**src/adc_pkg.sv**
```systemverilog
// ----------------------------------------------------------------------------
// adc_pkg: shared types and constants of the dynamics compressor
// Register indexes, reset values, sequencer states and the structs that pass
// between the register file, the sequencer and the shared multiplier.
// ----------------------------------------------------------------------------
package adc_pkg;

  // field widths
  localparam int SAMPLE_W = 16;
  localparam int THR_W    = 15;
  localparam int COEF_W   = 16;
  localparam int GAIN_W   = 16;
  localparam int ENV_W    = 31;   // Q0.31 envelope, never above 32767 << 16
  localparam int IDX_W    = 8;
  localparam int DATA_W   = 16;
  localparam int PROD_W   = 49;   // signed 32 x signed 17
  localparam int DIV_STEPS = 16;  // one quotient bit per step

  // register indexes
  localparam logic [IDX_W-1:0] REG_THRESHOLD = 8'd0;
  localparam logic [IDX_W-1:0] REG_INV_RATIO = 8'd1;
  localparam logic [IDX_W-1:0] REG_ATTACK    = 8'd2;
  localparam logic [IDX_W-1:0] REG_RELEASE   = 8'd3;

  // reset values
  localparam logic [THR_W-1:0]  RST_THRESHOLD = 15'd22938;
  localparam logic [COEF_W-1:0] RST_INV_RATIO = 16'd8192;
  localparam logic [COEF_W-1:0] RST_ATTACK    = 16'd65042;
  localparam logic [COEF_W-1:0] RST_RELEASE   = 16'd65521;

  localparam logic [GAIN_W-1:0]   UNITY_GAIN = 16'h8000;
  localparam logic [THR_W-1:0]    MAX_LEVEL  = 15'h7FFF;
  localparam logic [ENV_W-1:0]    MAX_ENV    = {MAX_LEVEL, 16'h0000};
  localparam logic [SAMPLE_W-1:0] MOST_NEG   = 16'h8000;

  // sequencer states
  typedef enum logic [3:0] {
    ST_IDLE,
    ST_ENV_MUL,
    ST_ENV_UPD,
    ST_THR_CMP,
    ST_THR_MUL,
    ST_TARGET,
    ST_DIV,
    ST_SCALE_MUL,
    ST_SCALE,
    ST_OUT
  } state_t;

  // configuration as seen by the sequencer
  typedef struct packed {
    logic [THR_W-1:0]  threshold;
    logic [COEF_W-1:0] inverse_ratio;
    logic [COEF_W-1:0] attack_coefficient;
    logic [COEF_W-1:0] release_coefficient;
  } cfg_t;

  // operands for the shared multiplier
  typedef struct packed {
    logic signed [31:0] a;
    logic [COEF_W-1:0]  b;
  } mul_req_t;

endpackage

```
**src/adc_in_if.sv**
```systemverilog
// ----------------------------------------------------------------------------
// adc_in_if: sample input channel
// Valid/ready channel carrying one audio sample and its buffer-end mark.
// ----------------------------------------------------------------------------
interface adc_in_if
  import adc_pkg::*;
();
  logic                       valid;
  logic                       ready;
  logic signed [SAMPLE_W-1:0] sample_in;
  logic                       block_end;

  modport source (output valid, output sample_in, output block_end, input ready);
  modport sink   (input valid, input sample_in, input block_end, output ready);
endinterface

```
**src/adc_out_if.sv**
```systemverilog
// ----------------------------------------------------------------------------
// adc_out_if: result output channel
// Valid/ready channel carrying the compressed sample, its gain and the mark.
// ----------------------------------------------------------------------------
interface adc_out_if
  import adc_pkg::*;
();
  logic                       valid;
  logic                       ready;
  logic signed [SAMPLE_W-1:0] sample_out;
  logic [GAIN_W-1:0]          gain_out;
  logic                       block_end_out;

  modport source (output valid, output sample_out, output gain_out,
                  output block_end_out, input ready);
  modport sink   (input valid, input sample_out, input gain_out,
                  input block_end_out, output ready);
endinterface

```
**src/adc_cfg_if.sv**
```systemverilog
// ----------------------------------------------------------------------------
// adc_cfg_if: configuration write channel
// Valid/ready channel carrying a register index and write data.
// ----------------------------------------------------------------------------
interface adc_cfg_if
  import adc_pkg::*;
();
  logic              valid;
  logic              ready;
  logic [IDX_W-1:0]  index;
  logic [DATA_W-1:0] data;

  modport source (output valid, output index, output data, input ready);
  modport sink   (input valid, input index, input data, output ready);
endinterface

```
**src/adc_cfg_regs.sv**
```systemverilog
// ----------------------------------------------------------------------------
// adc_cfg_regs: configuration register file
// Four write-only registers; writes to unknown indexes are dropped.
// ----------------------------------------------------------------------------
module adc_cfg_regs
  import adc_pkg::*;
(
  input  logic        clk,
  input  logic        rst_n,
  adc_cfg_if.sink     cfg_if,
  output cfg_t        cfg_o
);

  cfg_t cfg_r;
  cfg_t cfg_nxt;

  assign cfg_if.ready = 1'b1;
  assign cfg_o        = cfg_r;

  // register decode, low bits of the data word kept
  always_comb begin
    cfg_nxt = cfg_r;
    if (cfg_if.valid) begin
      unique case (cfg_if.index)
        REG_THRESHOLD: cfg_nxt.threshold           = cfg_if.data[THR_W-1:0];
        REG_INV_RATIO: cfg_nxt.inverse_ratio       = cfg_if.data;
        REG_ATTACK:    cfg_nxt.attack_coefficient  = cfg_if.data;
        REG_RELEASE:   cfg_nxt.release_coefficient = cfg_if.data;
        default:       cfg_nxt = cfg_r;
      endcase
    end
  end

  always_ff @(posedge clk) begin
    if (!rst_n) begin
      cfg_r.threshold           <= RST_THRESHOLD;
      cfg_r.inverse_ratio       <= RST_INV_RATIO;
      cfg_r.attack_coefficient  <= RST_ATTACK;
      cfg_r.release_coefficient <= RST_RELEASE;
    end else begin
      cfg_r <= cfg_nxt;
    end
  end

endmodule

```
**src/adc_mul.sv**
```systemverilog
// ----------------------------------------------------------------------------
// adc_mul: shared multiplier
// Signed 32 x unsigned 16 multiply with a registered product; the sequencer
// reads the product in the cycle after it presents the operands.
// ----------------------------------------------------------------------------
module adc_mul
  import adc_pkg::*;
(
  input  logic                     clk,
  input  mul_req_t                 req_i,
  output logic signed [PROD_W-1:0] prod_o
);

  logic signed [PROD_W-1:0] prod_r;
  logic signed [PROD_W-1:0] prod_nxt;

  // b is unsigned: widen with a zero sign bit
  assign prod_nxt = PROD_W'(req_i.a * $signed({1'b0, req_i.b}));
  assign prod_o   = prod_r;

  always_ff @(posedge clk) begin
    prod_r <= prod_nxt;
  end

endmodule

```
**src/adc_core.sv**
```systemverilog
// ----------------------------------------------------------------------------
// adc_core: compressor sequencer
// Walks one sample through envelope update, threshold test, and (above
// threshold only) target gain and a restoring divide of one quotient bit per
// cycle, then sample scaling, using the shared multiplier for every product.
// ----------------------------------------------------------------------------
module adc_core
  import adc_pkg::*;
(
  input  logic                     clk,
  input  logic                     rst_n,
  adc_in_if.sink                   in_if,
  adc_out_if.source                out_if,
  input  cfg_t                     cfg_i,
  output mul_req_t                 mul_req_o,
  input  logic signed [PROD_W-1:0] mul_prod_i
);

  localparam int CNT_W = $clog2(DIV_STEPS);

  state_t state_r, state_nxt;

  // working registers
  logic signed [SAMPLE_W-1:0] x_r, x_nxt;
  logic                       blk_r, blk_nxt;
  logic [ENV_W-1:0]           lvl_r, lvl_nxt;
  logic [ENV_W-1:0]           env_r, env_nxt;
  logic [ENV_W-1:0]           diff_r, diff_nxt;
  logic                       rise_r, rise_nxt;
  logic [ENV_W:0]             rem_r, rem_nxt;
  logic [GAIN_W-1:0]          gain_r, gain_nxt;
  logic [CNT_W-1:0]           cnt_r, cnt_nxt;

  // output word register
  logic                       ovld_r, ovld_nxt;
  logic signed [SAMPLE_W-1:0] osmp_r, osmp_nxt;
  logic [GAIN_W-1:0]          ogain_r, ogain_nxt;
  logic                       oblk_r, oblk_nxt;

  logic [THR_W-1:0]  mag;
  logic [ENV_W-1:0]  lvl_in;
  logic              rise_in;
  logic [ENV_W-1:0]  thr31;
  logic [COEF_W-1:0] inv_eff;
  logic [ENV_W:0]    div_sub;
  logic              div_bit;

  // saturated magnitude of the incoming word
  always_comb begin
    if (in_if.sample_in == MOST_NEG) begin
      mag = MAX_LEVEL;
    end else if (in_if.sample_in[SAMPLE_W-1]) begin
      mag = THR_W'(-in_if.sample_in);
    end else begin
      mag = in_if.sample_in[THR_W-1:0];
    end
  end

  assign lvl_in  = {mag, 16'h0000};
  assign rise_in = lvl_in > env_r;
  assign thr31   = {cfg_i.threshold, 16'h0000};
  // inverse ratio at or above unity acts as unity
  assign inv_eff = cfg_i.inverse_ratio[COEF_W-1] ? UNITY_GAIN : cfg_i.inverse_ratio;

  // restoring divide step
  assign div_sub = rem_r - {1'b0, env_r};
  assign div_bit = rem_r >= {1'b0, env_r};

  // multiplier operand select
  always_comb begin
    mul_req_o.a = {1'b0, diff_r};
    mul_req_o.b = rise_r ? cfg_i.attack_coefficient : cfg_i.release_coefficient;
    if (state_r == ST_THR_MUL) begin
      mul_req_o.b = inv_eff;
    end else if (state_r == ST_SCALE_MUL) begin
      mul_req_o.a = 32'(x_r);
      mul_req_o.b = gain_r;
    end
  end

  assign in_if.ready          = (state_r == ST_IDLE);
  assign out_if.valid         = ovld_r;
  assign out_if.sample_out    = osmp_r;
  assign out_if.gain_out      = ogain_r;
  assign out_if.block_end_out = oblk_r;

  // next state and datapath
  always_comb begin
    state_nxt = state_r;
    x_nxt     = x_r;
    blk_nxt   = blk_r;
    lvl_nxt   = lvl_r;
    env_nxt   = env_r;
    diff_nxt  = diff_r;
    rise_nxt  = rise_r;
    rem_nxt   = rem_r;
    gain_nxt  = gain_r;
    cnt_nxt   = cnt_r;
    ovld_nxt  = ovld_r && !out_if.ready;
    osmp_nxt  = osmp_r;
    ogain_nxt = ogain_r;
    oblk_nxt  = oblk_r;

    unique case (state_r)
      ST_IDLE: begin
        if (in_if.valid) begin
          x_nxt     = in_if.sample_in;
          blk_nxt   = in_if.block_end;
          lvl_nxt   = lvl_in;
          rise_nxt  = rise_in;
          diff_nxt  = rise_in ? lvl_in - env_r : env_r - lvl_in;
          state_nxt = ST_ENV_MUL;
        end
      end
      ST_ENV_MUL: state_nxt = ST_ENV_UPD;
      ST_ENV_UPD: begin
        env_nxt   = rise_r ? lvl_r - mul_prod_i[46:16] : lvl_r + mul_prod_i[46:16];
        state_nxt = ST_THR_CMP;
      end
      ST_THR_CMP: begin
        diff_nxt = env_r - thr31;
        if (env_r > thr31) begin
          state_nxt = ST_THR_MUL;
        end else begin
          gain_nxt  = UNITY_GAIN;
          state_nxt = ST_SCALE_MUL;
        end
      end
      ST_THR_MUL: state_nxt = ST_TARGET;
      ST_TARGET: begin
        rem_nxt   = {1'b0, thr31} + {1'b0, mul_prod_i[45:15]};
        cnt_nxt   = CNT_W'(DIV_STEPS - 1);
        state_nxt = ST_DIV;
      end
      ST_DIV: begin
        // quotient bits enter from the bottom, MSB first
        gain_nxt = {gain_r[GAIN_W-2:0], div_bit};
        rem_nxt  = div_bit ? {div_sub[ENV_W-1:0], 1'b0} : {rem_r[ENV_W-1:0], 1'b0};
        cnt_nxt  = cnt_r - 1'b1;
        if (cnt_r == '0) begin
          state_nxt = ST_SCALE_MUL;
        end
      end
      ST_SCALE_MUL: state_nxt = ST_SCALE;
      ST_SCALE: begin
        // arithmetic shift right by 15, floor toward minus infinity;
        // kept in the sample register, the output word may still be waiting
        x_nxt     = mul_prod_i[30:15];
        state_nxt = ST_OUT;
      end
      ST_OUT: begin
        if (!ovld_r || out_if.ready) begin
          ovld_nxt  = 1'b1;
          osmp_nxt  = x_r;
          ogain_nxt = gain_r;
          oblk_nxt  = blk_r;
          state_nxt = ST_IDLE;
        end
      end
      default: state_nxt = ST_IDLE;
    endcase
  end

  // state and control registers
  always_ff @(posedge clk) begin
    if (!rst_n) begin
      state_r <= ST_IDLE;
      env_r   <= '0;
      ovld_r  <= 1'b0;
    end else begin
      state_r <= state_nxt;
      env_r   <= env_nxt;
      ovld_r  <= ovld_nxt;
    end
  end

  // payload registers
  always_ff @(posedge clk) begin
    x_r     <= x_nxt;
    blk_r   <= blk_nxt;
    lvl_r   <= lvl_nxt;
    diff_r  <= diff_nxt;
    rise_r  <= rise_nxt;
    rem_r   <= rem_nxt;
    gain_r  <= gain_nxt;
    cnt_r   <= cnt_nxt;
    osmp_r  <= osmp_nxt;
    ogain_r <= ogain_nxt;
    oblk_r  <= oblk_nxt;
  end

`ifndef SYNTH
  a_gain_max: assert property (@(posedge clk) disable iff (!rst_n)
    out_if.valid |-> out_if.gain_out <= UNITY_GAIN)
    else $error("gain above unity");

  a_env_max: assert property (@(posedge clk) disable iff (!rst_n)
    env_r <= MAX_ENV)
    else $error("envelope above full scale");

  a_rem_bound: assert property (@(posedge clk) disable iff (!rst_n)
    state_r == ST_DIV |-> rem_r < {env_r, 1'b0})
    else $error("divider remainder out of range");

  a_busy_after_accept: assert property (@(posedge clk) disable iff (!rst_n)
    (in_if.valid && in_if.ready) |=> !in_if.ready)
    else $error("accepted a word while busy");

  a_out_hold: assert property (@(posedge clk) disable iff (!rst_n)
    (state_r == ST_OUT && ovld_r && !out_if.ready) |=> state_r == ST_OUT)
    else $error("result dropped while output stalled");
`endif

endmodule

```
**src/audio_dynamics_compressor.sv**
```systemverilog
// ----------------------------------------------------------------------------
// audio_dynamics_compressor: feed-forward peak compressor, top level
// Channel  | dir | handshake             | payload
// in_if    | in  | valid/ready           | sample_in[15:0] signed, block_end
// out_if   | out | valid/ready           | sample_out[15:0] signed, gain_out[15:0],
//          |     |                       | block_end_out
// cfg_if   | in  | valid/ready (always 1)| index[7:0], data[15:0]
//
// A sample above threshold goes through a restoring divide before scaling;
// a sample at or below threshold skips the divide and is scaled at unity gain.
// Reset (rst_n low, synchronous) restores register defaults and clears the
// envelope. A finished word waits in the output register; a new sample is
// taken meanwhile, and the sequencer holds its last step while out_if stalls.
// ----------------------------------------------------------------------------
module audio_dynamics_compressor
  import adc_pkg::*;
(
  input  logic       clk,
  input  logic       rst_n,
  adc_in_if.sink     in_if,
  adc_out_if.source  out_if,
  adc_cfg_if.sink    cfg_if
);

  cfg_t                     cfg;
  mul_req_t                 mul_req;
  logic signed [PROD_W-1:0] mul_prod;

  adc_cfg_regs u_cfg_regs (
    .clk   (clk),
    .rst_n (rst_n),
    .cfg_if(cfg_if),
    .cfg_o (cfg)
  );

  adc_mul u_mul (
    .clk   (clk),
    .req_i (mul_req),
    .prod_o(mul_prod)
  );

  adc_core u_core (
    .clk       (clk),
    .rst_n     (rst_n),
    .in_if     (in_if),
    .out_if    (out_if),
    .cfg_i     (cfg),
    .mul_req_o (mul_req),
    .mul_prod_i(mul_prod)
  );

endmodule
```
**src/flat_wrapper.sv**
```systemverilog
// flat-port wrapper written by rule: the top's interface ports become plain ports
module audio_dynamics_compressor_flat import adc_pkg::*;
  (clk, rst_n, in_if_valid, in_if_sample_in, in_if_block_end, in_if_ready, out_if_valid, out_if_sample_out, out_if_gain_out, out_if_block_end_out, out_if_ready, cfg_if_valid, cfg_if_index, cfg_if_data, cfg_if_ready);
  adc_in_if in_if_i ();
  adc_out_if out_if_i ();
  adc_cfg_if cfg_if_i ();
  input  logic clk;
  input  logic rst_n;
  input wire logic [$bits(in_if_i.valid)-1:0] in_if_valid;
  input wire logic [$bits(in_if_i.sample_in)-1:0] in_if_sample_in;
  input wire logic [$bits(in_if_i.block_end)-1:0] in_if_block_end;
  output wire logic [$bits(in_if_i.ready)-1:0] in_if_ready;
  output wire logic [$bits(out_if_i.valid)-1:0] out_if_valid;
  output wire logic [$bits(out_if_i.sample_out)-1:0] out_if_sample_out;
  output wire logic [$bits(out_if_i.gain_out)-1:0] out_if_gain_out;
  output wire logic [$bits(out_if_i.block_end_out)-1:0] out_if_block_end_out;
  input wire logic [$bits(out_if_i.ready)-1:0] out_if_ready;
  input wire logic [$bits(cfg_if_i.valid)-1:0] cfg_if_valid;
  input wire logic [$bits(cfg_if_i.index)-1:0] cfg_if_index;
  input wire logic [$bits(cfg_if_i.data)-1:0] cfg_if_data;
  output wire logic [$bits(cfg_if_i.ready)-1:0] cfg_if_ready;
  assign in_if_i.valid = in_if_valid;
  assign in_if_i.sample_in = in_if_sample_in;
  assign in_if_i.block_end = in_if_block_end;
  assign in_if_ready = in_if_i.ready;
  assign out_if_valid = out_if_i.valid;
  assign out_if_sample_out = out_if_i.sample_out;
  assign out_if_gain_out = out_if_i.gain_out;
  assign out_if_block_end_out = out_if_i.block_end_out;
  assign out_if_i.ready = out_if_ready;
  assign cfg_if_i.valid = cfg_if_valid;
  assign cfg_if_i.index = cfg_if_index;
  assign cfg_if_i.data = cfg_if_data;
  assign cfg_if_ready = cfg_if_i.ready;
  audio_dynamics_compressor u_core (.clk(clk), .rst_n(rst_n), .in_if(in_if_i), .out_if(out_if_i), .cfg_if(cfg_if_i));
endmodule
```
**config.mk**
```make
export PLATFORM = sky130hd
export DESIGN_NAME = audio_dynamics_compressor_flat
export DESIGN_NICKNAME = d
export VERILOG_FILES = /design/src/adc_pkg.sv /design/src/adc_in_if.sv /design/src/adc_out_if.sv /design/src/adc_cfg_if.sv /design/src/adc_cfg_regs.sv /design/src/adc_mul.sv /design/src/adc_core.sv /design/src/audio_dynamics_compressor.sv /design/src/flat_wrapper.sv
export SDC_FILE = /design/constraint.sdc
export NUM_CORES = 2
export LEC_CHECK = 0
export ABC_AREA = 1
export BUFFER_PORTS_ARGS = -buffer_cell sky130_fd_sc_hd__buf_2
export CAP_MARGIN = 10
export CELL_PAD_IN_SITES_DETAIL_PLACEMENT = 0
export CELL_PAD_IN_SITES_GLOBAL_PLACEMENT = 1
export CORE_MARGIN = 4
export CORE_UTILIZATION = 39
export DETAILED_ROUTE_END_ITERATION = 10
export GPL_TIMING_DRIVEN = 0
export PLACE_DENSITY_LB_ADDON = 0.25
export SLEW_MARGIN = 10
export SYNTH_ARGS = -nofsm -noshare
export SYNTH_HDL_FRONTEND = slang
export SYNTH_SLANG_ARGS = --single-unit
```
**constraint.sdc**
```tcl
create_clock -name clk -period 11.9 [get_ports clk]
set_clock_uncertainty 0.05 [all_clocks]
set_input_delay 1.19 -clock clk [delete_from_list [all_inputs] [get_ports clk]]
set_output_delay 1.19 -clock clk [all_outputs]
set_load 0.005 [all_outputs]
```
==> results by group <==
Outcome
  – Status: complete, no violations

Route
  – Final wirelength: ~140000 µm
  – Wirelength per Cell: about 22 µm
  – Via count of the routed design: ~34000
  – DR vias/cell: a little over 5
  – # DRC: 0
  – Iteration-0 DRC Markers: ~2800
  – Post-route antenna net violation count: 0
  – DRT Pass-1 Iters: 8

Clocking
  – Clk sinks: 280
  – CTS tree: yes
  – H-tree Lvls: 1
  – CTS Buf Count: 31
  – Later-pin clock latency in the skew report: 0.62 ns
  – CTS clock-pin slew for the worst setup and hold paths: roughly 0.070 ns
  – Root buf cell: clkbuf_16
  – Clock Path Buffers: 3
  – Postcts setup bufs: 0
  – # resized after CTS: 0
  – Cts hold-fix bufs: 0

Placement
  – Placed insts: about 6600
  – Detailed placement HPWL: 122000 µm
  – Port Buffer Count: 80
  – Final GP Congestion: about 1

Timing
  – Setup-failing EPs final: 0
  – Fmax: around 110 MHz
  – Final hold vios: 0
  – Crit share post-route: just under 80%
  – Minimum clock period: between 9 and 10 ns
  – Setup TNS Final: 0 ns
  – Worst relative slew slack: between 10% and 20%
  – Worst slew pin tran: 1.21 ns
  – Unrepaired setup endpoints after global routing: no
  – Max Slew Vio Count: 0

Hold path
  – Hold Crit Class: register to register
  – Hold Crit Depth: 0
  – Hold Path End: u_core.u_core.out_if.block_end_out$_DFFE_PP_
  – Hold_sp: u_core.u_core.blk_r$_DFFE_PP_

Synthesis
  – Post-Syn Nets: 5976
  – Cell taking the most area after synthesis: fa_1
  – Synth unique cells: 55
  – Syn Std Cell Area: 38000 µm²
  – Ranking of synthesized cells by area: fa_1 (25%), nand2_1 (12%), edfxtp_1 (12%)
  – Avg Cell Area, Syn: 7.28 µm²
  – Yosys warns: 0
  – Post-synthesis register bit count: 280
  – Post-synth top area share: about 25%
  – Share of the yosys chip area belonging to registers: 18.7%
  – Post-Syn Instances: about 5200

Setup path
  – Crit-path max FO: 10
  – Worst setup EP type: register
  – Critical path's slowest cell: o22ai_2
  – R2R depth: 25
  – Max incr delay on CP: 0.89 ns
  – Critical setup path kind: register to register
  – Crit path from: u_core.u_core.rise_r$_DFFE_PP_
  – Most used cell, CP: fa_1
  – CP required: about 12 ns
  – Setup crit start kind: register
  – FF-to-FF setup slack: roughly 2.7 ns
  – Reg2Reg Launch Point: u_core.u_core.rise_r$_DFFE_PP_
  – Worst R2R End: u_core.u_mul.prod_o[40]$_DFF_P_
  – Crit path arrival time: between 9 and 10 ns

Layout
  – Register Area: just over 7000 µm²
  – Commonest cells after routing, fill and taps aside: nand2_1 (1255), inv_1 (1051), nor2_1 (644), fa_1 (480), ha_1 (231)
  – Fillcell total: 10300
  – Multi-input logic area: 26100 µm²
  – Share of cells above drive strength 1: about 6.2%
  – Final net count: approximately 6000
  – Antenna diodes: 0
  – P&R area growth vs syn: 8.58%
  – Non-Filler Instances: 6638
  – Most common cell after layout, fill and taps aside: nand2_1

Die
  – Initial Util: 39.3%
  – IO Pins: between 80 and 90
  – Die Height: 320 µm
  – Die X: between 300 and 400 µm
  – Site Rows: roughly 110
  – Core footprint: 96700 µm²
  – Die Area: 103000 µm²

GRT
  – First-pass GRT wire length: ~220000 µm
  – Vias in the first global route: between 30000 and 40000
  – GRT Util Overall: about 28%
  – Initial antenna violation count: 1
  – Grt ovf: 0
  – Largest net degree at the start of global routing: 28

Run
  – Total of max-cap violations: 0
through the flow:
step	setup slack, ns	instance area [µm²]	utilization (%)	hold WS [ns]
5_1_grt	2.29	41300	42.7	0.386
3_5_place_dp	2.72	40100	41.5	0.359
4_1_cts	2.69	41300	42.7	0.374
3_3_place_gp	2.68	40000	41.4	0.354
2_1_floorplan	5.56	38000	-	0.350
6_report	2.70	41300	42.7	0.375
cell usage after synthesis (all sizes together):
library cell and n:
nor3b 2, xnor2 21, buf 78, nand2b 1, nand2 1262, conb 1
o22ai 1, and2 12, o221ai 4, a21boi 6, clkbuf 69, ha 231
a31oi 9, dfxtp 131, o21ai 252, nand4 46, o211ai 37, o21a 11
nand3 224, a21oi 244, o2111ai 1, a21o 18, xor2 64, and3 3
inv 1085, o31ai 4, nor3 43, nand3b 17, or2 20, edfxtp 149
clkinv 2, nor2 658, o21bai 27, fa 480, nor4 5, a22oi 1
logic make-up (layout without fill, tap and decap cells):
kind of cell | Yosys count | in the layout | synth area share (%)
flip-flops | 280 | 280 | 18.7
adder cells (fa/ha/maj) | 711 | 711 | 32.9
buffers and inverters | 1234 | 1377 | 12.7
XOR/XNOR | 85 | 85 | 1.96
AO/OA/AOI/OAI | 615 | 615 | 9.16
AND/OR/NAND/NOR | 2293 | 2293 | 24.6
other | 1 | 1 | 0.00987
sequential cells by signal, indices dropped and copies added, names as in the netlist, 31 cells and up:
| register | cells |
|---|---|
| u_core.u_cfg_regs.cfg_o | 63 |
| u_core.u_core.diff_r | 31 |
| u_core.u_core.env_r | 31 |
| u_core.u_core.rem_r | 32 |
| u_core.u_mul.prod_o | 32 |
metal layers:
metal / track usage [%] / wire [µm] / vias to the layer above
li1: - / - / 16200
met1: 35.7 / 59500 / 16500
met2: 48.0 / 69100 / 1002
met3: 2.36 / 7170 / 272
met4: 12.6 / 7830 / 2
met5: 0 / 13 / -
cell type report:
cell class	instances	area share, %
Buffer	147	1.79
Tap cell	1276	3.87
Clock buffer	38	2.04
Timing Repair Buffer	85	1.20
Multi-Input combinational cell	3705	63.3
Clock inverter	20	0.691
Sequential cell	280	17.2
Inverter	1087	9.89
critical path, delay by kind of cell, from the launching register on:
kind	cells	cell delay, ns
simple gates	9	1.90
compound gates	3	1.31
flops	1	0.46
buf+inv	6	1.63
fa+ha+maj	7	3.71
how the worst max path moves through the flow:
| stage | to | slack, ns | cells after the start |
|---|---|---|---|
| 3_5_place_dp | u_core.u_mul.prod_o[40]$_DFF_P_ | 2.72 | 27 |
| 4_1_cts | u_core.u_mul.prod_o[40]$_DFF_P_ | 2.69 | 27 |
| 3_3_place_gp | u_core.u_mul.prod_o[40]$_DFF_P_ | 2.68 | 25 |
| 6_report | u_core.u_mul.prod_o[40]$_DFF_P_ | 2.70 | 25 |
| 5_1_grt | u_core.u_mul.prod_o[40]$_DFF_P_ | 2.29 | 27 |
| 2_1_floorplan | u_core.u_mul.prod_o[41]$_DFF_P_ | 5.56 | 27 |
Power is left out: the tool's default activity adds up to more than one toggle a clock period on the data nets, which glitch-free logic cannot reach.
